## src/hw/rtl/hduart_pkg.sv

```systemverilog
// ----------------------------------------------------------------------------
// hduart_pkg
// Shared types and constants for the half-duplex 8N1 UART.
// ----------------------------------------------------------------------------
package hduart_pkg;

  localparam int DATA_BITS = 8;
  localparam int TICK_W    = 16;
  localparam int BITCNT_W  = 4;
  localparam int CFG_IDX_W = 1;
  localparam int CFG_W     = 16;

  localparam logic [CFG_IDX_W-1:0] CFG_BIT_TICKS    = 1'd0;
  localparam logic [CFG_IDX_W-1:0] CFG_FIRST_SAMPLE = 1'd1;

  localparam logic [1:0] CMD_TICK = 2'd0;
  localparam logic [1:0] CMD_SEND = 2'd1;
  localparam logic [1:0] CMD_TAKE = 2'd2;

  typedef enum logic [1:0] {
    MODE_IDLE     = 2'd0,
    MODE_RECEIVE  = 2'd1,
    MODE_TRANSMIT = 2'd2,
    MODE_PENDING  = 2'd3
  } mode_t;

  typedef struct packed {
    logic [1:0] command;
    logic [7:0] tx_byte;
    logic       rx_level;
  } in_beat_t;

  typedef struct packed {
    logic       tx_level;
    logic [1:0] mode_now;
    logic       send_accepted;
    logic       rx_done;
    logic [7:0] rx_byte;
  } out_beat_t;

  typedef struct packed {
    logic [TICK_W-1:0] bit_ticks;
    logic [TICK_W-1:0] first_sample_ticks;
  } cfg_t;

endpackage

```

## src/hw/rtl/hduart_if.sv

```systemverilog
// ----------------------------------------------------------------------------
// hduart_if
// Valid/ready channels carrying input beats and result beats.
// ----------------------------------------------------------------------------
interface hduart_in_if;
  logic                 valid;
  logic                 ready;
  hduart_pkg::in_beat_t beat;

  modport source (output valid, output beat, input ready);
  modport sink   (input valid, input beat, output ready);
endinterface

interface hduart_out_if;
  logic                  valid;
  logic                  ready;
  hduart_pkg::out_beat_t beat;

  modport source (output valid, output beat, input ready);
  modport sink   (input valid, input beat, output ready);
endinterface

```

## src/hw/rtl/hduart_cfg.sv

```systemverilog
// ----------------------------------------------------------------------------
// hduart_cfg
// Configuration registers for the bit period and the first sample delay.
// ----------------------------------------------------------------------------
module hduart_cfg (
  input  logic                                 clk,
  input  logic                                 rst_n,
  input  logic                                 cfg_we,
  input  logic [hduart_pkg::CFG_IDX_W-1:0]     cfg_index,
  input  logic [hduart_pkg::CFG_W-1:0]         cfg_wdata,
  output hduart_pkg::cfg_t                     cfg
);

  hduart_pkg::cfg_t cfg_r;

  always_ff @(posedge clk) begin
    if (!rst_n) begin
      cfg_r.bit_ticks          <= 16'd16;
      cfg_r.first_sample_ticks <= 16'd24;
    end else if (cfg_we) begin
      case (cfg_index)
        hduart_pkg::CFG_BIT_TICKS:    cfg_r.bit_ticks          <= cfg_wdata;
        hduart_pkg::CFG_FIRST_SAMPLE: cfg_r.first_sample_ticks <= cfg_wdata;
        default: ;
      endcase
    end
  end

  assign cfg = cfg_r;

endmodule

```

## src/hw/rtl/hduart_in_reg.sv

```systemverilog
// ----------------------------------------------------------------------------
// hduart_in_reg
// Input register stage that holds one beat until the core takes it.
// ----------------------------------------------------------------------------
module hduart_in_reg (
  input  logic                 clk,
  input  logic                 rst_n,
  hduart_in_if.sink            in_if,
  output logic                 s1_valid,
  output hduart_pkg::in_beat_t s1_beat,
  input  logic                 s1_take
);

  logic                 valid_r;
  hduart_pkg::in_beat_t beat_r;

  assign in_if.ready = !valid_r || s1_take;

  always_ff @(posedge clk) begin
    if (!rst_n) begin
      valid_r <= 1'b0;
    end else if (in_if.ready) begin
      valid_r <= in_if.valid;
    end
  end

  always_ff @(posedge clk) begin
    if (in_if.valid && in_if.ready) begin
      beat_r <= in_if.beat;
    end
  end

  assign s1_valid = valid_r;
  assign s1_beat  = beat_r;

endmodule

```

## src/hw/rtl/hduart_core.sv

```systemverilog
// ----------------------------------------------------------------------------
// hduart_core
// UART state registers, one-tick next-state logic and the result register.
// ----------------------------------------------------------------------------
module hduart_core (
  input  logic                 clk,
  input  logic                 rst_n,
  input  hduart_pkg::cfg_t     cfg,
  input  logic                 s1_valid,
  input  hduart_pkg::in_beat_t s1_beat,
  output logic                 s1_take,
  hduart_out_if.source         out_if
);

  localparam int DB = hduart_pkg::DATA_BITS;
  localparam int TW = hduart_pkg::TICK_W;
  localparam int BW = hduart_pkg::BITCNT_W;

  hduart_pkg::mode_t mode_r, mode_nxt;
  logic [TW-1:0]     tick_r, tick_nxt;
  logic [TW-1:0]     target_r, target_nxt;
  logic [DB-1:0]     tx_shift_r, tx_shift_nxt;
  logic [BW-1:0]     tx_bits_r, tx_bits_nxt;
  logic [DB-1:0]     rx_shift_r, rx_shift_nxt;
  logic [BW-1:0]     rx_bits_r, rx_bits_nxt;
  logic              rx_prev_r, rx_prev_nxt;
  logic              tx_line_r, tx_line_nxt;
  logic              out_valid_r;
  hduart_pkg::out_beat_t out_beat_r, out_beat_nxt;

  logic [TW-1:0] tick_inc;
  logic          fires;
  logic [15:0]   rx_wide;

  assign s1_take  = s1_valid && (!out_valid_r || out_if.ready);
  assign tick_inc = tick_r + 1'b1;
  assign fires    = (tick_inc >= target_r);

  always_comb begin
    logic accepted;
    logic done;
    mode_nxt     = mode_r;
    tick_nxt     = tick_r;
    target_nxt   = target_r;
    tx_shift_nxt = tx_shift_r;
    tx_bits_nxt  = tx_bits_r;
    rx_shift_nxt = rx_shift_r;
    rx_bits_nxt  = rx_bits_r;
    tx_line_nxt  = tx_line_r;
    accepted     = 1'b0;
    done         = 1'b0;

    case (mode_r)
      hduart_pkg::MODE_TRANSMIT: begin
        tick_nxt = fires ? '0 : tick_inc;
        if (fires) begin
          if (tx_bits_r < BW'(DB)) begin
            tx_line_nxt  = tx_shift_r[0];
            tx_shift_nxt = tx_shift_r >> 1;
            tx_bits_nxt  = tx_bits_r + 1'b1;
          end else begin
            tx_line_nxt = 1'b1;
            mode_nxt    = hduart_pkg::MODE_IDLE;
          end
        end
      end
      hduart_pkg::MODE_RECEIVE: begin
        tick_nxt = fires ? '0 : tick_inc;
        if (fires) begin
          target_nxt = cfg.bit_ticks;
          if (rx_bits_r < BW'(DB)) begin
            rx_bits_nxt  = rx_bits_r + 1'b1;
            rx_shift_nxt = {s1_beat.rx_level, rx_shift_r[DB-1:1]};
          end else begin
            mode_nxt = hduart_pkg::MODE_PENDING;
            done     = 1'b1;
          end
        end
      end
      default: ;
    endcase

    if ((mode_nxt == hduart_pkg::MODE_IDLE || mode_nxt == hduart_pkg::MODE_PENDING) &&
        rx_prev_r && !s1_beat.rx_level) begin
      mode_nxt    = hduart_pkg::MODE_RECEIVE;
      tick_nxt    = '0;
      target_nxt  = cfg.first_sample_ticks;
      rx_bits_nxt = '0;
    end

    case (s1_beat.command)
      hduart_pkg::CMD_SEND: begin
        if (mode_nxt == hduart_pkg::MODE_IDLE) begin
          mode_nxt     = hduart_pkg::MODE_TRANSMIT;
          tx_shift_nxt = DB'(s1_beat.tx_byte);
          tx_bits_nxt  = '0;
          tick_nxt     = '0;
          target_nxt   = cfg.bit_ticks;
          tx_line_nxt  = 1'b0;
          accepted     = 1'b1;
        end
      end
      hduart_pkg::CMD_TAKE: begin
        if (mode_nxt == hduart_pkg::MODE_PENDING) begin
          mode_nxt = hduart_pkg::MODE_IDLE;
        end
      end
      default: ;
    endcase

    rx_prev_nxt = s1_beat.rx_level;

    rx_wide = 16'(rx_shift_nxt);
    out_beat_nxt.tx_level      = tx_line_nxt;
    out_beat_nxt.mode_now      = mode_nxt;
    out_beat_nxt.send_accepted = accepted;
    out_beat_nxt.rx_done       = done;
    out_beat_nxt.rx_byte       = rx_wide[7:0];
  end

  always_ff @(posedge clk) begin
    if (!rst_n) begin
      mode_r      <= hduart_pkg::MODE_IDLE;
      tick_r      <= '0;
      target_r    <= '0;
      tx_shift_r  <= '0;
      tx_bits_r   <= '0;
      rx_shift_r  <= '0;
      rx_bits_r   <= '0;
      rx_prev_r   <= 1'b1;
      tx_line_r   <= 1'b1;
      out_valid_r <= 1'b0;
    end else begin
      if (s1_take) begin
        mode_r      <= mode_nxt;
        tick_r      <= tick_nxt;
        target_r    <= target_nxt;
        tx_shift_r  <= tx_shift_nxt;
        tx_bits_r   <= tx_bits_nxt;
        rx_shift_r  <= rx_shift_nxt;
        rx_bits_r   <= rx_bits_nxt;
        rx_prev_r   <= rx_prev_nxt;
        tx_line_r   <= tx_line_nxt;
        out_valid_r <= 1'b1;
      end else if (out_if.ready) begin
        out_valid_r <= 1'b0;
      end
    end
  end

  always_ff @(posedge clk) begin
    if (s1_take) begin
      out_beat_r <= out_beat_nxt;
    end
  end

  assign out_if.valid = out_valid_r;
  assign out_if.beat  = out_beat_r;

endmodule

```

## src/hw/rtl/half_duplex_uart_8n1_top.sv

```systemverilog
// A beat is held in the input register, then its result in the core result register.
// One beat per cycle unless stalled; tick update is a single 16-bit add and compare.
// Stalls on the result side back up through the result and input registers.
// Reset: synchronous, active low; the UART returns to idle with both lines high,
// the bit period at 16 ticks and the first sample delay at 24 ticks.
// ----------------------------------------------------------------------------
// half_duplex_uart_8n1_top
// Half-duplex 8N1 UART stepped by one timer tick per input beat.
// ----------------------------------------------------------------------------
module half_duplex_uart_8n1_top (
  input  logic                             clk,
  input  logic                             rst_n,
  hduart_in_if.sink                        in_if,
  hduart_out_if.source                     out_if,
  input  logic                             cfg_we,
  input  logic [hduart_pkg::CFG_IDX_W-1:0] cfg_index,
  input  logic [hduart_pkg::CFG_W-1:0]     cfg_wdata
);

  hduart_pkg::cfg_t     cfg;
  logic                 s1_valid;
  hduart_pkg::in_beat_t s1_beat;
  logic                 s1_take;

  hduart_cfg u_cfg (
    .clk       (clk),
    .rst_n     (rst_n),
    .cfg_we    (cfg_we),
    .cfg_index (cfg_index),
    .cfg_wdata (cfg_wdata),
    .cfg       (cfg)
  );

  hduart_in_reg u_in_reg (
    .clk      (clk),
    .rst_n    (rst_n),
    .in_if    (in_if),
    .s1_valid (s1_valid),
    .s1_beat  (s1_beat),
    .s1_take  (s1_take)
  );

  hduart_core u_core (
    .clk      (clk),
    .rst_n    (rst_n),
    .cfg      (cfg),
    .s1_valid (s1_valid),
    .s1_beat  (s1_beat),
    .s1_take  (s1_take),
    .out_if   (out_if)
  );

endmodule
```

## src/flat_wrapper.sv

```systemverilog
// flat-port wrapper written by rule: the top's interface ports become plain ports
module half_duplex_uart_8n1_top_flat 
  (clk, rst_n, cfg_we, cfg_index, cfg_wdata, in_if_valid, in_if_beat, in_if_ready, out_if_valid, out_if_beat, out_if_ready);
  hduart_in_if in_if_i ();
  hduart_out_if out_if_i ();
  input  logic clk;
  input  logic rst_n;
  input  logic cfg_we;
  input  logic [hduart_pkg::CFG_IDX_W-1:0] cfg_index;
  input  logic [hduart_pkg::CFG_W-1:0] cfg_wdata;
  input wire logic [$bits(in_if_i.valid)-1:0] in_if_valid;
  input wire logic [$bits(in_if_i.beat)-1:0] in_if_beat;
  output wire logic [$bits(in_if_i.ready)-1:0] in_if_ready;
  output wire logic [$bits(out_if_i.valid)-1:0] out_if_valid;
  output wire logic [$bits(out_if_i.beat)-1:0] out_if_beat;
  input wire logic [$bits(out_if_i.ready)-1:0] out_if_ready;
  assign in_if_i.valid = in_if_valid;
  assign in_if_i.beat = in_if_beat;
  assign in_if_ready = in_if_i.ready;
  assign out_if_valid = out_if_i.valid;
  assign out_if_beat = out_if_i.beat;
  assign out_if_i.ready = out_if_ready;
  half_duplex_uart_8n1_top u_core (.clk(clk), .rst_n(rst_n), .in_if(in_if_i), .out_if(out_if_i), .cfg_we(cfg_we), .cfg_index(cfg_index), .cfg_wdata(cfg_wdata));
endmodule
```

## config.mk

```make
export PLATFORM = sky130hd
export DESIGN_NAME = half_duplex_uart_8n1_top_flat
export DESIGN_NICKNAME = d
export VERILOG_FILES = /design/src/hw/rtl/hduart_pkg.sv /design/src/hw/rtl/hduart_if.sv /design/src/hw/rtl/hduart_cfg.sv /design/src/hw/rtl/hduart_in_reg.sv /design/src/hw/rtl/hduart_core.sv /design/src/hw/rtl/half_duplex_uart_8n1_top.sv /design/src/flat_wrapper.sv
export SDC_FILE = /design/constraint.sdc
export NUM_CORES = 1
export LEC_CHECK = 0
export BUFFER_PORTS_ARGS = -buffer_cell sky130_fd_sc_hd__buf_2
export CORE_MARGIN = 4
export CORE_UTILIZATION = 35
export DETAILED_ROUTE_END_ITERATION = 6
export PLACE_DENSITY = 0.54
export SLEW_MARGIN = 30
export SYNTH_ARGS = -nofsm -noshare
export SYNTH_HDL_FRONTEND = slang
export SYNTH_SLANG_ARGS = --single-unit
```

## constraint.sdc

```tcl
create_clock -name clk -period 4.74 [get_ports clk]
set_clock_uncertainty 0.2 [all_clocks]
set_input_delay 0.711 -clock clk [delete_from_list [all_inputs] [get_ports clk]]
set_output_delay 0.711 -clock clk [all_outputs]
set_load 0.02 [all_outputs]
```

==> run summary, run 1 <==
post-synth top area cell -> dfxtp_1
Core ar. -> 16,500 um^2
DR pass1 iterations -> 5
post-synthesis cell area -> 5890 um^2
DP Wirelength -> 9600 um
share of the synthesized area in the top cell type -> 32.0%
worst path arrival time -> 4.44 ns
WS Path Type -> reg -> reg
initial antenna violation count -> 0
Most used DFF post-synth -> dfxtp_1
Slew Limit Headroom -> 53.3%
status -> completed
Post-DP Area -> 6290 um^2
P&R area growth vs syn -> 17.5%
Top Ports -> 48
setup TNS -> 0 ns
Post-DRT Antenna Nets -> 0
Seq/Total Area, Yosys -> 44.2%
final hold vios -> 0
CTS sink cnt -> 118
layout cell share with drive strength beyond 1 -> 18.2%
crit-path max FO -> 17
clock latency on the worst-skew pair -> 0.41 ns
Iteration-0 DRC Markers -> 405
Worst-path clk slew -> 0.05 ns
diodes inserted -> 0
total number of vias -> 4,982
fin crit share -> 90.9%
CP endpoint kind -> flip-flop
CTS Buf Count -> 17
Post-Syn Nets -> 740
Critical Path RT -> 4.88 ns
Syn Inst Count -> 684
Chip Height -> 138 um
Die Footprint -> 19,000 um^2
LEAKAGE -> 0.00256 uW
CTS tree -> built
top post-synthesis cells by area -> dfxtp_1, edfxtp_1, nand2_1, a21oi_1, ha_1
register area -> 2600 um^2
DR WL/cell -> 15.1 um
Worst setup SP type -> flip-flop
RSZ-0062 raised after global routing -> false
Longest Clk Path Bufs -> 2
synth unique cells -> 60
Min Hold Slack -> 0.259 ns
filler instances -> 1,630
largest net degree at the start of global routing -> 51
Slew @ Worst Pin -> 0.700 ns
Root Buffer -> clkbuf_16
Initial Util -> 35.6%
Yosys reg bits -> 118
chip width -> 138 um
DRC -> 0
YS warnings -> 0
Async S/R FF share, synth -> 0%
Slew Limit Fails -> 0
Peak VDD IR -> 0.230 mV
H-tree depth -> 4
Global Route Usage Sum -> 15.7%
Final nets -> 772
Multi-input gate area -> 3010 um^2
Max Fclk -> 0.232 GHz
finished layout cell area -> 6920 um^2
drt total wl -> 14,300 um
Final Util -> 41.9%
class of the worst hold path -> reg -> reg
P per Cell Area -> 388 nW/um^2
row count -> 47
total grt overflow -> 0
fin crit period -> 4.31 ns
# setup viols final -> 0
mean cell area of the mapped netlist -> 8.61 um^2
pre-CTS WS -> 0.0211 ns
max-cap viol count -> 0
global-route wire length before repair -> 23,400 um
setup slack after layout -> 0.433 ns
vias in the first global route -> 4,631
number of port buffers -> 47
GP Congestion -> 0.890
number of synthesized flops with an enable pin -> 24
drt via density -> 5.25
placed cells by master (no fill, tap or decap), drive strengths merged, types with 6 or more instances in the layout:
cell and instances:
xnor2 9, mux2 8, o221ai 15, a22oi 9
nor3 11, o211ai 16, ha 23, nor2 38
buf 59, and2 6, dfxtp 94, or3 6
a31oi 19, inv 29, xor2 8, clkbuf 17
edfxtp 24, nand3 21, a211oi 8, nand2 144
o21ai 40, and3 9, a21oi 60
power by group:
| part | total (uW) | switching, uW | internal [uW] | leakage, uW |
|---|---|---|---|---|
| Clock | 1300 | 474 | 828 | 0.000286 |
| Sequential | 1090 | 22.1 | 1070 | 0.000997 |
| Combinational | 297 | 190 | 107 | 0.00128 |
| Total | 2690 | 686 | 2000 | 0.00256 |
metrics by stage:
step | power (uW) | instances
6_report | 2690 | 949
3_5_place_dp | 1410 | 917
4_1_cts | 2720 | 949
3_3_place_gp | 1400 | 917
2_1_floorplan | 1330 | 684
5_1_grt | 2820 | 949
layer usage:
| layer | track usage [%] | wire (um) |
|---|---|---|
| met1 | 20.9 | 6690 |
| met5 | 0 | 0 |
| met3 | 3.54 | 600 |
| met4 | 6.04 | 226 |
| met2 | 24.7 | 6780 |
synthesized netlist by cell type, types with 4 or more instances:
master	instances
o221ai_1	6
a211oi_1	7
edfxtp_1	24
nand2_1	144
inv_1	24
buf_2	11
and3_1	9
and2_1	6
mux2_2	8
clkbuf_1	29
o211ai_1	16
dfxtp_1	94
o21ai_1	4
or3_1	5
xnor2_1	9
a31oi_1	18
nor2_1	37
nor3_1	8
xor2_1	8
o221ai_2	9
nand3_1	21
nand3b_1	5
o21ai_0	36
ha_1	23
nor2b_1	5
nand2b_1	5
a21oi_1	60
a22oi_1	8
final cells by class:
cell class                 count  area share, %
clock buffer                  17           6.15
sequential                   118           37.6
multi-input combinational    495           43.4
tap                          220           3.98
clock inverter                15           2.57
inverter                      25           1.36
timing repair buffer          59           4.88
worst paths after layout:
check / cells after the start / slack [ns] / startpoint / end
setup reg to reg: 17 / 0.43 / u_core.u_core.tick_r[0] / u_core.u_core.target_r[9]
setup / recovery: 17 / 0.43 / u_core.u_core.tick_r[0] / u_core.u_core.target_r[9]
hold / removal: 2 / 0.26 / u_core.u_cfg.cfg[10] / u_core.u_cfg.cfg[10]
hold reg to reg: 2 / 0.26 / u_core.u_cfg.cfg[10] / u_core.u_cfg.cfg[10]
logic make-up (layout without fill, tap and decap cells):
group | Yosys count | in the layout | synth area share (%)
AOI/OAI and AO/OA | 187 | 187 | 21.6
xor gates and xnor gates | 17 | 17 | 2.53
adders and majority gates | 23 | 23 | 4.89
buffers and inverters | 71 | 116 | 5.21
DFF | 118 | 118 | 44.2
muxes | 11 | 11 | 2.04
and+or+nand+nor | 257 | 257 | 19.5
flip-flops by register name, indices dropped and copies added, names as in the netlist, 2 cells and up:
| signal | count |
|---|---|
| u_core.u_core.target_r | 16 |
| u_core.u_core.out_if.beat | 13 |
| u_core.u_core.tx_bits_r | 4 |
| u_core.u_cfg.cfg | 32 |
| u_core.u_in_reg.s1_beat | 11 |
| u_core.u_core.rx_bits_r | 4 |
| u_core.u_core.tx_shift_r | 8 |
| u_core.u_core.tick_r | 16 |
| u_core.u_core.rx_shift_r | 8 |
| u_core.u_core.mode_r | 2 |
worst max-delay path: stages, from the launching register on:
cell	delay, ns
dfxtp_1	0.40
nand3_1	0.20
nor2_2	0.23
and3_1	0.21
and3_2	0.26
nand3_1	0.11
xnor2_1	0.16
ha_1	0.36
nand4_2	0.15
or3_4	0.43
a2111oi_4	0.31
nor3_2	0.13
o22ai_2	0.21
nand2_1	0.20
inv_2	0.15
buf_4	0.26
nand2_1	0.09
a31oi_1	0.16
timing repair:
action                                  in CTS  in global routing
hold buffers                                 0                  0
buffers inserted                             0                  0
resized for setup                            0                  7
endpoints found under the setup margin       0                 52
No activity file was read; power rests on OpenSTA's default activity.
==> inputs of run 2 (changes only) <==
--- a/config.mk
+++ b/config.mk
@@ -6,10 +6,12 @@
 export NUM_CORES = 1
 export LEC_CHECK = 0
 export BUFFER_PORTS_ARGS = -buffer_cell sky130_fd_sc_hd__buf_2
-export CORE_MARGIN = 4
+export CELL_PAD_IN_SITES_DETAIL_PLACEMENT = 1
+export CELL_PAD_IN_SITES_GLOBAL_PLACEMENT = 2
+export CORE_MARGIN = 2
 export CORE_UTILIZATION = 35
 export DETAILED_ROUTE_END_ITERATION = 6
-export PLACE_DENSITY = 0.54
+export PLACE_DENSITY = 0.79
 export SLEW_MARGIN = 30
 export SYNTH_ARGS = -nofsm -noshare
 export SYNTH_HDL_FRONTEND = slang
==> run summary, run 2 (synthesis results as in run 1) <==
Initial Util -> 35.6%
Die Footprint -> 17,900 um^2
CP max stage cell -> dfxtp_1
Critical Path RT -> 4.88 ns
clock latency on the worst-skew pair -> 0.43 ns
Max Fclk -> 0.225 GHz
Worst setup SP type -> flip-flop
CP top delay family -> simple AND/OR/NAND/NOR gates
Top Ports -> 48
total number of vias -> 5,061
most common cell after layout, fill and taps aside -> nand2_1
H-tree depth -> 4
crit-path max FO -> 13
DR pass1 iterations -> 5
Global Route Usage Sum -> 19.7%
global-route wire length before repair -> 27,600 um
drt total wl -> 16,500 um
register area -> 2600 um^2
P&R area growth vs syn -> 16.8%
number of port buffers -> 47
WS Path Type -> reg -> reg
most frequent cells in the layout -> nand2_1, dfxtp_1, a21oi_1
# setup viols final -> 0
Slew @ Worst Pin -> 0.739 ns
Worst path max stage delay -> 0.44 ns
pre-CTS WS -> -0.0663 ns
Iteration-0 DRC Markers -> 208
chip width -> 134 um
filler instances -> 1,934
fin crit share -> 93.6%
layout cell share with drive strength beyond 1 -> 17.6%
CP bufs+invs -> 2
reg-to-reg endpoint -> u_core.u_core.target_r[8]
Slew Limit Headroom -> 50.7%
Min Hold Slack -> 0.254 ns
Worst Hold Depth -> 1
DR WL/cell -> 17.4 um
RSZ-0062 raised after global routing -> false
CP endpoint kind -> flip-flop
reg2reg path depth -> 17
final hold vios -> 0
status -> completed
Root Buffer -> clkbuf_16
Multi-input gate area -> 3000 um^2
max-cap viol count -> 0
DRC -> 0
vias in the first global route -> 5,248
Chip Height -> 134 um
P per Cell Area -> 385 nW/um^2
hold_buf cts -> 0
fin crit period -> 4.44 ns
Peak VDD IR -> 0.255 mV
DP Wirelength -> 11,200 um
FF-to-FF Start -> u_core.u_core.tick_r[0]
Longest Clk Path Bufs -> 2
LEAKAGE -> 0.00254 uW
setup slack after layout -> 0.302 ns
CTS Buf Count -> 17
CTS tree -> built
initial antenna violation count -> 0
setup TNS -> 0 ns
Final nets -> 772
Reg2Reg Setup Slack -> 0.30 ns
Min-Delay Startpoint -> in_if_beat[3]
Setup Fix Bufs, Post-CTS -> 0
Worst-path clk slew -> 0.06 ns
GP Congestion -> 0.847
Slew Limit Fails -> 0
Worst Hold End -> u_core.u_in_reg.s1_beat[3]
max reg flops -> 32
drt via density -> 5.33
class of the worst hold path -> in -> reg
total grt overflow -> 0
Core ar. -> 16,500 um^2
sequence of cells on the critical path -> ha_1 > nand3_1 > nor2_1 > and3_1 > nand3_1 > xnor2_1 > ha_1 > nand4_2 > or3_4 > a2111oi_4 > nor3_2 > o22ai_2 > nand2_1 > inv_2 > buf_4 > nand2_1 > a31oi_1
largest net degree at the start of global routing -> 51
CTS sink cnt -> 118
Post-DRT Antenna Nets -> 0
diodes inserted -> 0
worst path arrival time -> 4.58 ns
row count -> 47
[run 2: worst max-delay path by stage]
stage,depth (start not counted),slack (ns),end,from
global placement,15,0.18,u_core.u_core.tick_r[11],u_core.u_core.tick_r[2]
detailed placement,15,-0.07,u_core.u_core.tick_r[12],u_core.u_core.tick_r[2]
finish,17,0.30,u_core.u_core.target_r[8],u_core.u_core.tick_r[0]
global route,17,0.01,u_core.u_core.target_r[8],u_core.u_core.tick_r[0]
floorplan,18,0.61,u_core.u_core.target_r[10],u_core.u_core.tick_r[2]
CTS,15,0.07,u_core.u_core.tx_bits_r[0],u_core.u_core.tick_r[2]
[run 2: power breakdown]
group | internal (uW) | switching [uW]
Combinational | 107 | 200
Clock | 769 | 480
Sequential | 1070 | 22.3
Total | 1940 | 703
[run 2: per-stage QoR]
step / cell area (um^2) / utilization (%) / std cells / power [uW]
4_1_cts: 6860 / 41.5 / 949 / 2670
3_5_place_dp: 6290 / 38.1 / 917 / 1410
3_3_place_gp: 6290 / 38.1 / 917 / 1400
5_1_grt: 6880 / 41.6 / 949 / 2760
2_1_floorplan: 5890 / - / 684 / 1330
6_report: 6880 / 41.6 / 949 / 2640
[run 2: final cells by class]
cell class                 count  area share, %
clock buffer                  19           6.30
clock inverter                13           1.91
sequential                   118           37.9
multi-input combinational    495           43.7
timing repair buffer          59           4.91
tap                          220           4.00
inverter                      25           1.36
[run 2: repair_timing]
action / in CTS / in global routing
endpoints found under the setup margin: 12 / 65
hold endpoints to repair: 0 / 0
gates resized for setup: 1 / 5
[run 2: layer usage]
| layer | routed length [um] | GRT usage (%) | part of all wire (%) |
|---|---|---|---|
| met2 | 8040 | 32.5 | 49 |
| met4 | 286 | 6.91 | 1.7 |
| met3 | 435 | 4.53 | 2.6 |
| met5 | 0 | 0 | 0 |
| met1 | 7770 | 25.2 | 47 |
